<file path="src/sv/tbd_pkg.sv">
// Shared types and constants for the two-button debounce machine.
`default_nettype none

package tbd_pkg;

  // Widths of the item fields and of the configuration port
  localparam int unsigned TimeW  = 32;
  localparam int unsigned SpanW  = 16;
  localparam int unsigned RepW   = 2;
  localparam int unsigned AddrW  = 4;
  localparam int unsigned DataW  = 32;

  // Reset value of every settle and poll interval
  localparam logic [SpanW-1:0] SpanReset = SpanW'(20);

  // Command codes
  localparam logic CmdPress = 1'b0;
  localparam logic CmdTick  = 1'b1;

  // Register indexes (word address)
  localparam logic [1:0] RegPressSettle   = 2'd0;
  localparam logic [1:0] RegReleaseSettle = 2'd1;
  localparam logic [1:0] RegReleasePoll   = 2'd2;

  // Phases of the debounce machine
  typedef enum logic [2:0] {
    PH_IDLE         = 3'd0,
    PH_WAIT_PRESS   = 3'd1,
    PH_REPORT       = 3'd2,
    PH_WAIT_RELEASE = 3'd3,
    PH_WAIT_SETTLE  = 3'd4
  } phase_t;

  // Report codes
  typedef enum logic [RepW-1:0] {
    REP_NONE  = 2'd0,
    REP_LEFT  = 2'd1,
    REP_RIGHT = 2'd2
  } report_t;

  // One input item as held in the input register
  typedef struct packed {
    logic             command;
    logic             button_right;
    logic [TimeW-1:0] now;
    logic             all_released;
  } item_t;

  // Interval settings handed to the machine
  typedef struct packed {
    logic [SpanW-1:0] press_settle;
    logic [SpanW-1:0] release_settle;
    logic [SpanW-1:0] release_poll;
  } spans_t;

endpackage

`default_nettype wire

</file>
<file path="src/sv/tbd_if.sv">
// Valid/ready channel interfaces for input items and press reports.
`default_nettype none

interface tbd_in_if;
  logic                     valid;
  logic                     ready;
  logic                     command;
  logic                     button_right;
  logic [tbd_pkg::TimeW-1:0] now;
  logic                     all_released;

  modport source (output valid, command, button_right, now, all_released, input ready);
  modport sink   (input valid, command, button_right, now, all_released, output ready);
endinterface

interface tbd_out_if;
  logic                     valid;
  logic                     ready;
  logic [tbd_pkg::RepW-1:0] press_report;

  modport source (output valid, press_report, input ready);
  modport sink   (input valid, press_report, output ready);
endinterface

`default_nettype wire

</file>
<file path="src/sv/tbd_fsm.sv">
// Debounce state machine: phase, press time mark and latched button.
`default_nettype none

module tbd_fsm (
  input  wire logic            clk,
  input  wire logic            rst_n,
  input  wire logic            step,
  input  tbd_pkg::item_t       item,
  input  tbd_pkg::spans_t      spans,
  output tbd_pkg::report_t     report
);
  import tbd_pkg::*;

  phase_t           phase_r, phase_nxt;
  logic [TimeW-1:0] mark_r, mark_nxt;
  logic             latched_r, latched_nxt;

  logic [TimeW-1:0] delta;
  logic             press_done, poll_due, settle_done;

  // Time since the last mark, modulo 2^32
  assign delta       = item.now - mark_r;
  assign press_done  = delta >= {{(TimeW-SpanW){1'b0}}, spans.press_settle};
  assign poll_due    = delta >= {{(TimeW-SpanW){1'b0}}, spans.release_poll};
  assign settle_done = delta >= {{(TimeW-SpanW){1'b0}}, spans.release_settle};

  // Next phase
  always_comb begin
    phase_nxt = phase_r;
    if (item.command == CmdPress) begin
      if (phase_r == PH_IDLE) phase_nxt = PH_WAIT_PRESS;
    end else begin
      unique case (phase_r)
        PH_WAIT_PRESS:   if (press_done) phase_nxt = PH_REPORT;
        PH_REPORT:       phase_nxt = PH_WAIT_RELEASE;
        PH_WAIT_RELEASE: if (poll_due && item.all_released) phase_nxt = PH_WAIT_SETTLE;
        PH_WAIT_SETTLE:  if (settle_done) phase_nxt = PH_IDLE;
        default:         phase_nxt = phase_r;
      endcase
    end
  end

  // Mark, latch and report
  always_comb begin
    mark_nxt    = mark_r;
    latched_nxt = latched_r;
    report      = REP_NONE;
    if (item.command == CmdPress) begin
      if (phase_r == PH_IDLE) begin
        mark_nxt    = item.now;
        latched_nxt = item.button_right;
      end
    end else begin
      unique case (phase_r)
        PH_WAIT_PRESS:   if (press_done) mark_nxt = item.now;
        PH_REPORT:       report = latched_r ? REP_RIGHT : REP_LEFT;
        PH_WAIT_RELEASE: if (poll_due) mark_nxt = item.now;
        default:         report = REP_NONE;
      endcase
    end
  end

  // Advance on each item leaving the input register
  always_ff @(posedge clk) begin
    if (!rst_n) begin
      phase_r   <= PH_IDLE;
      mark_r    <= '0;
      latched_r <= 1'b0;
    end else if (step) begin
      phase_r   <= phase_nxt;
      mark_r    <= mark_nxt;
      latched_r <= latched_nxt;
    end
  end

endmodule

`default_nettype wire

</file>
<file path="src/sv/two_button_debounce_fsm.sv">
// Top level: input register, debounce machine, result register and APB registers.
//
//   channel   direction  handshake        payload
//   in_chan   in         valid/ready      command, button_right, now, all_released
//   out_chan  out        valid/ready      press_report
//   apb       in         psel/penable     press/release settle, release poll (16 bit each)
//
// Every beat yields exactly one result beat via the input and result registers.
// One beat is accepted per cycle while in_chan.ready is high; the machine steps
// once per item in the cycle it leaves the input register for the result register.
// A stalled result holds the result register; the input register then holds
// one further item, and in_chan.ready drops only when both are full.
// Synchronous active-low reset empties both registers, idles the machine and
// sets every interval to 20 ticks.
`default_nettype none

module two_button_debounce_fsm (
  input  wire logic                     clk,
  input  wire logic                     rst_n,
  tbd_in_if.sink                        in_chan,
  tbd_out_if.source                     out_chan,
  input  wire logic                     psel,
  input  wire logic                     penable,
  input  wire logic                     pwrite,
  input  wire logic [tbd_pkg::AddrW-1:0] paddr,
  input  wire logic [tbd_pkg::DataW-1:0] pwdata,
  output      logic [tbd_pkg::DataW-1:0] prdata,
  output      logic                     pready
);
  import tbd_pkg::*;

  spans_t           spans_r;
  item_t            item_r;
  logic             item_vld_r;
  logic [RepW-1:0]  rep_r;
  logic             rep_vld_r;
  report_t          report;
  logic             rep_free, step, cfg_wr;
  logic [1:0]       reg_idx;

  // Register file
  assign pready  = 1'b1;
  assign cfg_wr  = psel && penable && pwrite && pready;
  assign reg_idx = paddr[AddrW-1:2];

  always_ff @(posedge clk) begin
    if (!rst_n) begin
      spans_r.press_settle   <= SpanReset;
      spans_r.release_settle <= SpanReset;
      spans_r.release_poll   <= SpanReset;
    end else if (cfg_wr) begin
      unique case (reg_idx)
        RegPressSettle:   spans_r.press_settle   <= pwdata[SpanW-1:0];
        RegReleaseSettle: spans_r.release_settle <= pwdata[SpanW-1:0];
        RegReleasePoll:   spans_r.release_poll   <= pwdata[SpanW-1:0];
        default:          spans_r <= spans_r;
      endcase
    end
  end

  always_comb begin
    unique case (reg_idx)
      RegPressSettle:   prdata = {{(DataW-SpanW){1'b0}}, spans_r.press_settle};
      RegReleaseSettle: prdata = {{(DataW-SpanW){1'b0}}, spans_r.release_settle};
      RegReleasePoll:   prdata = {{(DataW-SpanW){1'b0}}, spans_r.release_poll};
      default:          prdata = '0;
    endcase
  end

  // Pipeline flow
  assign rep_free      = !rep_vld_r || out_chan.ready;
  assign step          = item_vld_r && rep_free;
  assign in_chan.ready = !item_vld_r || rep_free;

  // Input register: take a beat whenever the stage drains
  always_ff @(posedge clk) begin
    if (!rst_n) begin
      item_vld_r <= 1'b0;
    end else if (in_chan.ready) begin
      item_vld_r <= in_chan.valid;
    end
  end

  always_ff @(posedge clk) begin
    if (in_chan.ready && in_chan.valid) begin
      item_r.command      <= in_chan.command;
      item_r.button_right <= in_chan.button_right;
      item_r.now          <= in_chan.now;
      item_r.all_released <= in_chan.all_released;
    end
  end

  tbd_fsm u_fsm (
    .clk    (clk),
    .rst_n  (rst_n),
    .step   (step),
    .item   (item_r),
    .spans  (spans_r),
    .report (report)
  );

  // Result register: hold until the sink takes it
  always_ff @(posedge clk) begin
    if (!rst_n) begin
      rep_vld_r <= 1'b0;
    end else if (rep_free) begin
      rep_vld_r <= item_vld_r;
    end
  end

  always_ff @(posedge clk) begin
    if (step) rep_r <= report;
  end

  assign out_chan.valid        = rep_vld_r;
  assign out_chan.press_report = rep_r;

endmodule

`default_nettype wire
</file>
<file path="src/flat_wrapper.sv">
// flat-port wrapper written by rule: the top's interface ports become plain ports
module two_button_debounce_fsm_flat import tbd_pkg::*;
  (clk, rst_n, psel, penable, pwrite, paddr, pwdata, prdata, pready, in_chan_valid, in_chan_command, in_chan_button_right, in_chan_now, in_chan_all_released, in_chan_ready, out_chan_valid, out_chan_press_report, out_chan_ready);
  tbd_in_if in_chan_i ();
  tbd_out_if out_chan_i ();
  input  wire logic clk;
  input  wire logic rst_n;
  input  wire logic psel;
  input  wire logic penable;
  input  wire logic pwrite;
  input  wire logic [tbd_pkg::AddrW-1:0] paddr;
  input  wire logic [tbd_pkg::DataW-1:0] pwdata;
  output      logic [tbd_pkg::DataW-1:0] prdata;
  output      logic pready;
  input wire logic [$bits(in_chan_i.valid)-1:0] in_chan_valid;
  input wire logic [$bits(in_chan_i.command)-1:0] in_chan_command;
  input wire logic [$bits(in_chan_i.button_right)-1:0] in_chan_button_right;
  input wire logic [$bits(in_chan_i.now)-1:0] in_chan_now;
  input wire logic [$bits(in_chan_i.all_released)-1:0] in_chan_all_released;
  output wire logic [$bits(in_chan_i.ready)-1:0] in_chan_ready;
  output wire logic [$bits(out_chan_i.valid)-1:0] out_chan_valid;
  output wire logic [$bits(out_chan_i.press_report)-1:0] out_chan_press_report;
  input wire logic [$bits(out_chan_i.ready)-1:0] out_chan_ready;
  assign in_chan_i.valid = in_chan_valid;
  assign in_chan_i.command = in_chan_command;
  assign in_chan_i.button_right = in_chan_button_right;
  assign in_chan_i.now = in_chan_now;
  assign in_chan_i.all_released = in_chan_all_released;
  assign in_chan_ready = in_chan_i.ready;
  assign out_chan_valid = out_chan_i.valid;
  assign out_chan_press_report = out_chan_i.press_report;
  assign out_chan_i.ready = out_chan_ready;
  two_button_debounce_fsm u_core (.clk(clk), .rst_n(rst_n), .in_chan(in_chan_i), .out_chan(out_chan_i), .psel(psel), .penable(penable), .pwrite(pwrite), .paddr(paddr), .pwdata(pwdata), .prdata(prdata), .pready(pready));
endmodule
</file>
<file path="config.mk">
export PLATFORM = sky130hd
export DESIGN_NAME = two_button_debounce_fsm_flat
export DESIGN_NICKNAME = d
export VERILOG_FILES = /design/src/sv/tbd_pkg.sv /design/src/sv/tbd_if.sv /design/src/sv/tbd_fsm.sv /design/src/sv/two_button_debounce_fsm.sv /design/src/flat_wrapper.sv
export SDC_FILE = /design/constraint.sdc
export NUM_CORES = 1
export LEC_CHECK = 0
export BUFFER_PORTS_ARGS = -buffer_cell sky130_fd_sc_hd__buf_2
export CORE_ASPECT_RATIO = 0.8
export CORE_UTILIZATION = 56
export DETAILED_ROUTE_END_ITERATION = 10
export PLACE_DENSITY = 0.78
export SYNTH_ARGS = -nofsm -noshare
export SYNTH_HDL_FRONTEND = slang
export SYNTH_SLANG_ARGS = --single-unit
</file>
<file path="constraint.sdc">
create_clock -name clk -period 6.86 [get_ports clk]
set_input_delay 0 -clock clk [delete_from_list [all_inputs] [get_ports clk]]
set_output_delay 0 -clock clk [all_outputs]
set_load 0.02 [all_outputs]
</file>
==> flow_metrics.tcl, run 1 <==
set metrics [dict create \
    worst_path_dominant_cell_family "compound AO/OA/AOI/OAI gates" \
    seq_cells_post_synth 123 \
    yosys-top-cells-count "sky130_fd_sc_hd__nand2_1, sky130_fd_sc_hd__inv_1, sky130_fd_sc_hd__dfxtp_1" \
    grt_usage 0.267 \
    achievable-frequency_mhz 212 \
    yosys.area.top_type "sky130_fd_sc_hd__dfxtp_1" \
    cts_num_sinks 123 \
    floorplan.core_area_um2 14200 \
    mapped_area_um2 8180 \
    vias_in_the_first_global_route 6703 \
    worst-path-max-fanout 32 \
    routed_wl_mm 19.0 \
    timing_worst_slew_pin_value_ns 1.03 \
    fin_skew_ns 0.0140 \
    startpoint_type "flip-flop" \
    pin_count 115 \
    crit-reg2reg-launch "u_core.item_r[1]" \
    ff2ff_setup_slack_ns 2.15 \
    cp_num_cells 19 \
    rr_endpoint "u_core.u_fsm.mark_r[1]" \
    cp-end-kind "flip-flop" \
    placed_cell_areas_um2 8610 \
    cts_root_buf "sky130_fd_sc_hd__clkbuf_16" \
    max_slew_violation_total_from_the_final_report 0 \
    worstSetupEndpoint "u_core.u_fsm.mark_r[1]" \
    post_synth_main_area_contributors "sky130_fd_sc_hd__dfxtp_1, sky130_fd_sc_hd__edfxtp_1, sky130_fd_sc_hd__ha_1, sky130_fd_sc_hd__nand2_1, sky130_fd_sc_hd__mux2i_1" \
    critical-path-slowest-cell "sky130_fd_sc_hd__a2111oi_0" \
    worstSkewPairLatency_ns 0.43 \
    cp.required_ns 7.18 \
    finish.utilization 0.683 \
    grt_start_max_net_pins 87 \
    route.detailed.vias_per_inst 5.50 \
    yosysSeqAreaShare 0.346 \
    wl_per_cell_um 15.0 \
    clk_path_buf_depth 2 \
    std_cell_rows 39 \
    drt-pass1-iter-count 5 \
    gpl_wtd_cong 0.930 \
    post-route-period-util 0.687 \
    via_count 6958 \
    hold_viol_final 0 \
    clock_edge_transition_at_the_registers_on_the_reported_setup_and_hold_paths_ns 0.06 \
    worstPathArrival_ns 5.04 \
    drt.antenna.violating_nets 0 \
    layout_setup_ws_ns 2.15 \
    post_route_cells_drive_above_1_share 0.115 \
    rsz0062_at_grt "no" \
    synth_async_sr_flop_share 0 \
    timing.critical_path.cells "inv_1 > ha_1 > fa_1 > nand2b_1 > a21oi_1 > o211ai_1 > a21boi_0 > nor2_1 > xnor2_1 > ha_1 > a21o_1 > a21oi_1 > nor2_1 > a2111oi_0 > nand2_1 > a21o_1 > o21a_2 > mux2i_1 > and2_1" \
    finalSetupViolCount 0 \
    final.min_clock_period_ns 4.71 \
    yosys_warnings 0 \
    worst-r2r-cell-count 19 \
    max-cap-violations 0 \
    min-delay-path-class "in2reg" \
    synth_top_area_share 0.210 \
    yosys.cell_count.top_type "sky130_fd_sc_hd__nand2_1" \
    die_y_um 110 \
    leakagePower_nw 3.80 \
    outcome "finished clean" \
    critPathBufInv 1 \
    die_area_um2 15100 \
    setup_tns_ns 0 \
    timing.max_slew.rel_slack 0.313 \
    vdd_drop_max_v 0.000245 \
    syn-instance-count 954 \
    floorplan.initialDensity 0.574 \
    cts_buffers 17 \
    grt_pass1_wl_mm 31.3 \
    startpoint_of_the_worst_setup_timing_path "u_core.item_r[1]" \
    n_antenna_cell 0 \
    drt-initial-drc-count 484 \
    final_area_um2 9730 \
    postSynthAreaPerCell_um2 8.58 \
    hpwl_mm 13.1 \
    numPortBuffers 79 \
    area_growth_syn_to_layout_pct 18.9 \
    grt_antenna_before_repair 0 \
    remaining_drc_errors 0 \
    synth_top_flop_cell "sky130_fd_sc_hd__dfxtp_1" \
    post_synth_num_cell_types 62 \
    nNetsFinal 1227 \
    critical-path-max-stage-delay_ns 0.51 \
    number_of_flops_mapped_to_enable_cells_by_yosys 37 \
    die_w_um 137 \
    power_per_cell_area_nw_per_um2 217 \
    layout.filler_cells 1155 \
    dpl_worst_slack_ns 2.20 \
    cts_tree "done" \
    kind_of_critical_path "reg2reg" \
    post_cts.repair.setup_buffers 0 \
    globalRouteOverflowTotal 0 \
    htree_levels 4 \
]
## area by class of cell
type | instances | area [um2] | area share
Clock buffer | 21 | 504 | 0.0518
Multi-Input combinational cell | 694 | 4750 | 0.489
Timing Repair Buffer | 138 | 973 | 0.100
Inverter | 95 | 357 | 0.0366
Sequential cell | 123 | 2830 | 0.291
Tap cell | 184 | 230 | 0.0237
Clock inverter | 11 | 80.1 | 0.00823
## cells by family after synthesis
family / Yosys count / synth area share
buffers and inverters: 152 / 0.0803
DFF: 123 / 0.346
muxes: 50 / 0.0613
and+or+nand+nor: 296 / 0.173
adders and majority gates: 80 / 0.123
xor gates and xnor gates: 27 / 0.0289
AOI/OAI and AO/OA: 224 / 0.186
other: 2 / 0.000918
## flip-flops by register name, indices dropped and copies added (netlist names)
signal                        flops
u_core.item_vld_r                 1
u_core.item_r                    35
u_core.out_chan.press_report      2
u_core.spans_r                   48
u_core.u_fsm.mark_r              32
u_core.u_fsm.latched_r            1
u_core.u_fsm.phase_r              3
u_core.out_chan.valid             1
## layout by cell type, fill, tap and decap left out, types with 8 or more instances in the layout
master	netlist	layout
sky130_fd_sc_hd__inv_1	95	95
sky130_fd_sc_hd__o21ai_0	33	33
sky130_fd_sc_hd__clkbuf_16	0	20
sky130_fd_sc_hd__nand4_1	12	12
sky130_fd_sc_hd__ha_1	79	79
sky130_fd_sc_hd__buf_2	0	79
sky130_fd_sc_hd__nand3_1	16	16
sky130_fd_sc_hd__nand2_1	143	143
sky130_fd_sc_hd__and2_1	8	8
sky130_fd_sc_hd__dlygate4sd3_1	0	54
sky130_fd_sc_hd__a211oi_1	9	9
sky130_fd_sc_hd__xnor2_1	19	19
sky130_fd_sc_hd__nand2b_1	8	8
sky130_fd_sc_hd__conb_1	2	17
sky130_fd_sc_hd__nor2_1	32	32
sky130_fd_sc_hd__o211ai_1	15	15
sky130_fd_sc_hd__mux2i_1	49	49
sky130_fd_sc_hd__a21oi_1	48	48
sky130_fd_sc_hd__xor2_1	8	8
sky130_fd_sc_hd__edfxtp_1	37	37
sky130_fd_sc_hd__nor2b_1	41	41
sky130_fd_sc_hd__dfxtp_1	86	86
sky130_fd_sc_hd__a21boi_0	44	44
sky130_fd_sc_hd__a21o_1	24	24
## per-stage QoR
step	hold slack (ns)	power [mW]	std cells
finish	0.111	2.11	1266
global route	0.125	2.22	1266
CTS	0.0925	2.12	1266
detailed placement	0.178	1.22	1180
global placement	0.176	1.21	1180
floorplan	0.0989	1.13	969
## worst register-to-register path, cell delays in order, from the launching register on
cell	delay (ns)
sky130_fd_sc_hd__edfxtp_1	0.35
sky130_fd_sc_hd__inv_1	0.05
sky130_fd_sc_hd__ha_1	0.20
sky130_fd_sc_hd__fa_1	0.40
sky130_fd_sc_hd__nand2b_1	0.20
sky130_fd_sc_hd__a21oi_1	0.15
sky130_fd_sc_hd__o211ai_1	0.20
sky130_fd_sc_hd__a21boi_0	0.24
sky130_fd_sc_hd__nor2_1	0.07
sky130_fd_sc_hd__xnor2_1	0.33
sky130_fd_sc_hd__ha_1	0.32
sky130_fd_sc_hd__a21o_1	0.16
sky130_fd_sc_hd__a21oi_1	0.14
sky130_fd_sc_hd__nor2_1	0.06
sky130_fd_sc_hd__a2111oi_0	0.51
sky130_fd_sc_hd__nand2_1	0.11
sky130_fd_sc_hd__a21o_1	0.17
sky130_fd_sc_hd__o21a_2	0.51
sky130_fd_sc_hd__mux2i_1	0.26
sky130_fd_sc_hd__and2_1	0.19
## routing by layer
layer  wire [um]  global-route usage  part of all wire
met5           0                   0                 0
met4         323              0.0926             0.017
met3        1010              0.0604             0.053
met2        8820               0.442              0.46
met1        8880               0.343              0.47
## worst min path at each step
stage                         startpoint                  to  slack [ns]  cells after the start
floorplan           in_chan_all_released    u_core.item_r[0]         0.1                      0
global placement         in_chan_now[15]   u_core.item_r[16]        0.18                      1
detailed placement        in_chan_now[3]    u_core.item_r[4]        0.18                      1
CTS                              penable  u_core.spans_r[10]        0.09                      5
global route                     penable   u_core.spans_r[9]        0.13                      5
finish                           penable   u_core.spans_r[9]        0.11                      5
## what timing repair did
item / in CTS / in global routing
resized for setup: 0 / 0
hold buffers: 54 / 0
hold endpoints to repair: 85 / 0
## power breakdown
part	internal (mW)	switching, mW
clock network	0.527	0.347
logic	0.197	0.250
registers	0.777	0.0164
total	1.50	0.614
Note: power is estimated with default switching activity, not from simulation.
==> run 2: changes to the inputs <==
--- a/config.mk
+++ b/config.mk
@@ -7,7 +7,7 @@
 export LEC_CHECK = 0
 export BUFFER_PORTS_ARGS = -buffer_cell sky130_fd_sc_hd__buf_2
 export CORE_ASPECT_RATIO = 0.8
-export CORE_UTILIZATION = 56
+export CORE_UTILIZATION = 53
 export DETAILED_ROUTE_END_ITERATION = 10
 export PLACE_DENSITY = 0.78
 export SYNTH_ARGS = -nofsm -noshare
==> constraint.sdc (replaced) <==
create_clock -name clk -period 4.1 [get_ports clk]
set_input_delay 0 -clock clk [delete_from_list [all_inputs] [get_ports clk]]
set_output_delay 0 -clock clk [all_outputs]
set_load 0.02 [all_outputs]
==> run 2 against run 1 <==
  * Worst hold slack improved by 0.0048 ns
  * Critical path depth shrank 1
  * Die area rose by 5.6%
  * Combinational power is 98% higher
  * Sequential power up 68%
  * Largest cell class unchanged
  * Power rose by 77%
==> flow_metrics.tcl, run 2 (synthesis results as in run 1) <==
set metrics [dict create \
    die_area_um2 15900 \
    achievable-frequency_mhz 248 \
    wl_met3_mm 1.09 \
    drt.antenna.violating_nets 0 \
    htree_levels 4 \
    p_switching_mw 1.04 \
    worstPathArrival_ns 4.34 \
    max-cap-violations 0 \
    remaining_drc_errors 0 \
    via_count 7234 \
    drt-pass1-iter-count 5 \
    layout.cells.most_common "sky130_fd_sc_hd__nand2_1" \
    numPlacedInstances 1234 \
    most_flop_heavy_register "u_core.spans_r" \
    timing_worst_slew_pin_value_ns 0.834 \
    pin_count 115 \
    min-delay-path-class "in2reg" \
    finish.utilization 0.689 \
    top_regs "u_core.spans_r: 48 flops, u_core.item_r: 35 flops, u_core.u_fsm.mark_r: 32 flops" \
    power.share.clock 0.408 \
    m1WireLength_mm 9.26 \
    grt_pass1_wl_mm 32.0 \
    hold_viol_final 0 \
    wl_met2_mm 9.81 \
    numPortBuffers 79 \
    dpl_worst_slack_ns -0.0854 \
    flip_flop_count_of_the_largest_register_all_copies_and_words_added 48 \
    vias_in_the_first_global_route 6813 \
    mostFrequentLayoutCells "sky130_fd_sc_hd__nand2_1, sky130_fd_sc_hd__inv_1, sky130_fd_sc_hd__dfxtp_1, sky130_fd_sc_hd__buf_2, sky130_fd_sc_hd__ha_1" \
    worstSkewPairLatency_ns 0.43 \
    die_w_um 141 \
    layout.filler_cells 1130 \
    setup_tns_ns 0 \
    startpoint_of_the_worst_setup_timing_path "u_core.item_r[2]" \
    cts_root_buf "sky130_fd_sc_hd__clkbuf_16" \
    cp-end-kind "flip-flop" \
    max_slew_violation_total_from_the_final_report 0 \
    vdd_drop_max_v 0.000279 \
    cp.required_ns 4.41 \
    post_route_cells_drive_above_1_share 0.172 \
    cts_tree "done" \
    routed_wl_mm 20.5 \
    power.internal_mw 2.70 \
    grt_start_max_net_pins 87 \
    timing.max_slew.rel_slack 0.444 \
    finalSetupViolCount 0 \
    wl_per_cell_um 15.4 \
    post-route-period-util 0.983 \
    area_growth_syn_to_layout_pct 26.8 \
    crit-reg2reg-launch "u_core.item_r[2]" \
    worst-path-max-fanout 8 \
    hpwl_mm 13.2 \
    clock_edge_transition_at_the_registers_on_the_reported_setup_and_hold_paths_ns 0.06 \
    power_per_cell_area_nw_per_um2 361 \
    route.detailed.vias_per_inst 5.43 \
    grt_usage 0.254 \
    outcome "finished clean" \
    ff2ff_setup_slack_ns 0.07 \
    startpoint_type "flip-flop" \
    layoutNonFillerInstCount 1332 \
    final.min_clock_period_ns 4.03 \
    grt_antenna_before_repair 0 \
    floorplan.initialDensity 0.543 \
    clk_path_buf_depth 2 \
    share_comb_of_total_power 0.237 \
    p_seq_frac 0.355 \
    layout_setup_ws_ns 0.0686 \
    switching_share 0.279 \
    kind_of_critical_path "reg2reg" \
    gpl_wtd_cong 0.899 \
    globalRouteOverflowTotal 0 \
    fin_skew_ns 0.0109 \
    nNetsFinal 1267 \
    drt-initial-drc-count 609 \
    cts_buffers 17 \
    cts_num_sinks 123 \
    holdCritStartpoint "penable" \
    highest_layer "met4" \
    floorplan.core_area_um2 15100 \
    die_y_um 113 \
    std_cell_rows 40 \
    leakagePower_nw 4.07 \
    n_antenna_cell 0 \
    rsz0062_at_grt "yes" \
]
[run 2: cell count changes in the layout (fill, tap and decap cells not counted), sizes merged]
cell	before	now
clkinv	5	3
buf	84	121
clkbuf	21	27
bufinv	0	2
clkinvlp	3	0
[run 2: critical path, stage by stage, from the launching register on]
cell and delay, ns:
sky130_fd_sc_hd__edfxtp_1 0.40, sky130_fd_sc_hd__ha_1 0.29, sky130_fd_sc_hd__nor2b_4 0.13, sky130_fd_sc_hd__or2_1 0.22
sky130_fd_sc_hd__a221o_1 0.36, sky130_fd_sc_hd__buf_6 0.15, sky130_fd_sc_hd__a311oi_4 0.31, sky130_fd_sc_hd__xnor2_2 0.16
sky130_fd_sc_hd__buf_4 0.17, sky130_fd_sc_hd__ha_4 0.20, sky130_fd_sc_hd__a21o_1 0.19, sky130_fd_sc_hd__a21o_1 0.16
sky130_fd_sc_hd__a21oi_2 0.15, sky130_fd_sc_hd__nand4_1 0.10, sky130_fd_sc_hd__a21o_1 0.21, sky130_fd_sc_hd__o21a_4 0.29
sky130_fd_sc_hd__clkbuf_16 0.19, sky130_fd_sc_hd__mux2i_1 0.17, sky130_fd_sc_hd__nor2b_1 0.07
[run 2: routing by layer]
layer | vias to the layer above | GRT usage
met2 | 241 | 0.431
li1 | 3599 | -
met3 | 28 | 0.0495
met1 | 3366 | 0.324
met5 | - | 0
met4 | 0 | 0.0848
[run 2: path summary, 6_finish.rpt]
path | cells after the start | endpoint
worst max-delay path | 18 | u_core.u_fsm.mark_r[8]
worst min-delay path | 5 | u_core.spans_r[3]
worst max register to register | 18 | u_core.u_fsm.mark_r[8]
worst min register to register | 2 | u_core.spans_r[3]
[run 2: area by class of cell]
cell class | instances | area [um2] | area share
repair buffers | 178 | 1360 | 0.131
well taps | 210 | 263 | 0.0253
clock buffers | 24 | 503 | 0.0485
inverters | 95 | 357 | 0.0344
multi-input cells | 694 | 4960 | 0.478
clock inverters | 8 | 104 | 0.0100
flip-flops and latches | 123 | 2830 | 0.273
[run 2: repair_timing]
action                     in CTS  in global routing
setup buffers                   2                  8
hold endpoints to repair       85                  0
setup endpoints to repair      32                 35
pin swaps                       8                 27
resized for setup              10                 36
gates cloned                    0                  3
hold buffers                   54                  0
[run 2: stage by stage]
step | total power [mW] | hold slack [ns] | instance area, um2
2_1_floorplan | 1.88 | 0.0989 | 8240
3_3_place_gp | 2.07 | 0.176 | 8870
3_5_place_dp | 2.09 | 0.178 | 8870
4_1_cts | 3.68 | 0.106 | 10100
5_1_grt | 3.90 | 0.171 | 10400
6_report | 3.74 | 0.116 | 10400
[run 2: power by group through the flow]
stage / combinational (mW) / clock [mW] / sequential, mW
2_1_floorplan: 0.540 / 0 / 1.34
3_3_place_gp: 0.722 / 0 / 1.35
3_5_place_dp: 0.736 / 0 / 1.35
4_1_cts: 0.803 / 1.55 / 1.33
5_1_grt: 0.975 / 1.60 / 1.33
6_report: 0.886 / 1.53 / 1.33
==> run 3: changes to the inputs <==
--- a/config.mk
+++ b/config.mk
@@ -6,10 +6,14 @@
 export NUM_CORES = 1
 export LEC_CHECK = 0
 export BUFFER_PORTS_ARGS = -buffer_cell sky130_fd_sc_hd__buf_2
+export CELL_PAD_IN_SITES_DETAIL_PLACEMENT = 0
+export CELL_PAD_IN_SITES_GLOBAL_PLACEMENT = 1
 export CORE_ASPECT_RATIO = 0.8
-export CORE_UTILIZATION = 53
+export CORE_MARGIN = 3
+export CORE_UTILIZATION = 40
 export DETAILED_ROUTE_END_ITERATION = 10
-export PLACE_DENSITY = 0.78
+export HOLD_SLACK_MARGIN = 0.02
+export PLACE_DENSITY_LB_ADDON = 0.1
 export SYNTH_ARGS = -nofsm -noshare
 export SYNTH_HDL_FRONTEND = slang
 export SYNTH_SLANG_ARGS = --single-unit
==> run 3 against run 2 <==
  * Fmax down 1.6%
  * Clock-buffer cell count down 6
  * Routed wire length up 5.4%
  * Clock skew up 0.0011 ns
  * Register-to-register slack worse by 0.07 ns
  * Power up 0.30%
  * Cell area up 1.1%
  * Die area up 39%
  * Sequential share of layout area down 0.29 points
  * Non-clock buffer count up 10
  * Combinational power up 2.8%
==> flow_metrics.tcl, run 3 (synthesis results as in run 1) <==
set metrics [dict create \
    holdPathStages 2 \
    die_area_um2 22200 \
    n_antenna_cell 0 \
    final.min_clock_period_ns 4.10 \
    mostFrequentLayoutCells "sky130_fd_sc_hd__nand2_1, sky130_fd_sc_hd__inv_1, sky130_fd_sc_hd__dfxtp_1, sky130_fd_sc_hd__buf_2, sky130_fd_sc_hd__ha_1" \
    gpl_wtd_cong 0.839 \
    route.detailed.vias_per_inst 5.03 \
    drt.antenna.violating_nets 0 \
    drt-pass1-iter-count 5 \
    power.share.clock 0.404 \
    hold_viol_final 0 \
    layoutNonFillerInstCount 1396 \
    worst_hold_path_endpoint "u_core.out_chan.valid" \
    worst-r2r-cell-count 19 \
    highest_layer "met4" \
    flip_flop_count_of_the_largest_register_all_copies_and_words_added 48 \
    wl_met2_mm 9.53 \
    rr_endpoint "u_core.u_fsm.mark_r[1]" \
    pin_count 115 \
    dpl_worst_slack_ns -0.137 \
    hpwl_mm 15.4 \
    outcome "finished clean" \
    clk_path_buf_depth 2 \
    via_count 7024 \
    floorplan.core_area_um2 20000 \
    timing_worst_slew_pin_value_ns 0.833 \
    worst-path-max-fanout 6 \
    grt_pass1_wl_mm 34.5 \
    kind_of_critical_path "reg2reg" \
    top_regs "u_core.spans_r: 48 flops, u_core.item_r: 35 flops, u_core.u_fsm.mark_r: 32 flops" \
    ff2ff_setup_slack_ns 0.003 \
    share_comb_of_total_power 0.243 \
    area_growth_syn_to_layout_pct 28.2 \
    worstPathArrival_ns 4.42 \
    m1WireLength_mm 10.9 \
    post-route-period-util 0.999 \
    holdCritStartpoint "rst_n" \
    numPlacedInstances 1305 \
    wl_per_cell_um 15.4 \
    die_w_um 166 \
    achievable-frequency_mhz 244 \
    die_y_um 134 \
    rsz0062_at_grt "yes" \
    power_per_cell_area_nw_per_um2 358 \
    crit-reg2reg-launch "u_core.item_r[2]" \
    std_cell_rows 46 \
    layout.cells.most_common "sky130_fd_sc_hd__nand2_1" \
    wl_met3_um 921 \
    floorplan.initialDensity 0.410 \
    routed_wl_mm 21.6 \
    vdd_drop_max_v 0.000232 \
    fin_skew_ns 0.0120 \
    drt-initial-drc-count 403 \
    layout_setup_ws_ns 0.00333 \
    vias_in_the_first_global_route 6660 \
    cp.required_ns 4.42 \
    p_switching_mw 1.12 \
    post_route_cells_drive_above_1_share 0.186 \
    cts_tree "done" \
    grt_start_max_net_pins 51 \
    timing.hold.ws_ns 0.159 \
    htree_levels 4 \
    remaining_drc_errors 0 \
    numPortBuffers 79 \
    ff_latch_area_um2 2830 \
    grt_antenna_before_repair 0 \
    startpoint_type "flip-flop" \
    globalRouteOverflowTotal 0 \
    cts_root_buf "sky130_fd_sc_hd__clkbuf_16" \
    worstSkewPairLatency_ns 0.43 \
    min-delay-path-class "in2reg" \
    timing.max_slew.rel_slack 0.445 \
    cts_num_sinks 123 \
    max-cap-violations 0 \
    grt_usage 0.193 \
    cp-end-kind "flip-flop" \
    clock_edge_transition_at_the_registers_on_the_reported_setup_and_hold_paths_ns 0.06 \
    nNetsFinal 1277 \
    power.internal_mw 2.63 \
    p_seq_frac 0.353 \
    cts_buffers 17 \
    max_slew_violation_total_from_the_final_report 0 \
    finalSetupViolCount 0 \
    layout.filler_cells 1893 \
    setup_tns_ns 0 \
    most_flop_heavy_register "u_core.spans_r" \
    multi_input_area_um2 4980 \
    leakagePower_nw 4.10 \
    switching_share 0.299 \
]
## run 3: what timing repair did
action | 4_1_cts | 5_1_grt
gates resized for setup | 9 | 40
cloned | 0 | 2
hold buffers | 54 | 0
setup endpoints to repair | 32 | 34
pin swaps | 4 | 36
endpoints found under the hold margin | 85 | 0
buffers inserted | 0 | 5
## run 3: how the worst max path moves through the flow
stage                     cells past startpoint                endpoint                    from
after floorplan                              20  u_core.u_fsm.mark_r[1]  u_core.u_fsm.mark_r[1]
after global placement                       22  u_core.u_fsm.mark_r[1]        u_core.item_r[1]
after detailed placement                     19  u_core.u_fsm.mark_r[1]        u_core.item_r[2]
after CTS                                    20  u_core.u_fsm.mark_r[1]        u_core.item_r[1]
after global routing                         19  u_core.u_fsm.mark_r[1]        u_core.item_r[2]
final                                        19  u_core.u_fsm.mark_r[1]        u_core.item_r[2]
## run 3: through the flow
| stage | util | area [um2] | power (mW) |
|---|---|---|---|
| 2_1_floorplan | - | 8240 | 1.88 |
| 3_3_place_gp | 0.454 | 9060 | 2.15 |
| 3_5_place_dp | 0.454 | 9060 | 2.14 |
| 4_1_cts | 0.513 | 10200 | 3.73 |
| 5_1_grt | 0.525 | 10500 | 3.96 |
| 6_report | 0.525 | 10500 | 3.75 |
## run 3: layout make-up
cell class / count / share of cell area
flip-flops and latches: 123 / 0.270
inverters: 95 / 0.0340
clock buffers: 18 / 0.0409
well taps: 264 / 0.0315
multi-input cells: 694 / 0.474
clock inverters: 14 / 0.0154
repair buffers: 188 / 0.134
## run 3: layer usage
metal / up-vias / GRT usage
li1: 3626 / -
met1: 3230 / 0.275
met2: 150 / 0.299
met3: 18 / 0.0398
met4: 0 / 0.0517
met5: - / 0
## run 3: worst max-delay path: stages, from the launching register on
cell and delay (ns):
sky130_fd_sc_hd__edfxtp_1 0.40, sky130_fd_sc_hd__ha_1 0.31, sky130_fd_sc_hd__nor2b_4 0.13, sky130_fd_sc_hd__or2_1 0.24
sky130_fd_sc_hd__a221o_1 0.40, sky130_fd_sc_hd__a21oi_2 0.21, sky130_fd_sc_hd__xnor2_2 0.11, sky130_fd_sc_hd__ha_1 0.32
sky130_fd_sc_hd__a21o_1 0.16, sky130_fd_sc_hd__a21o_1 0.16, sky130_fd_sc_hd__a21oi_2 0.13, sky130_fd_sc_hd__nor2_2 0.06
sky130_fd_sc_hd__a2111oi_2 0.27, sky130_fd_sc_hd__buf_4 0.17, sky130_fd_sc_hd__nand2_2 0.04, sky130_fd_sc_hd__a21o_1 0.19
sky130_fd_sc_hd__o21a_4 0.25, sky130_fd_sc_hd__buf_12 0.16, sky130_fd_sc_hd__mux2i_1 0.11, sky130_fd_sc_hd__and2_1 0.15
## run 3: power by group through the flow
stage | clock [mW] | sequential [mW] | combinational (mW)
2_1_floorplan | 0 | 1.34 | 0.540
3_3_place_gp | 0 | 1.35 | 0.793
3_5_place_dp | 0 | 1.35 | 0.792
4_1_cts | 1.56 | 1.33 | 0.851
5_1_grt | 1.61 | 1.33 | 1.02
6_report | 1.52 | 1.33 | 0.911
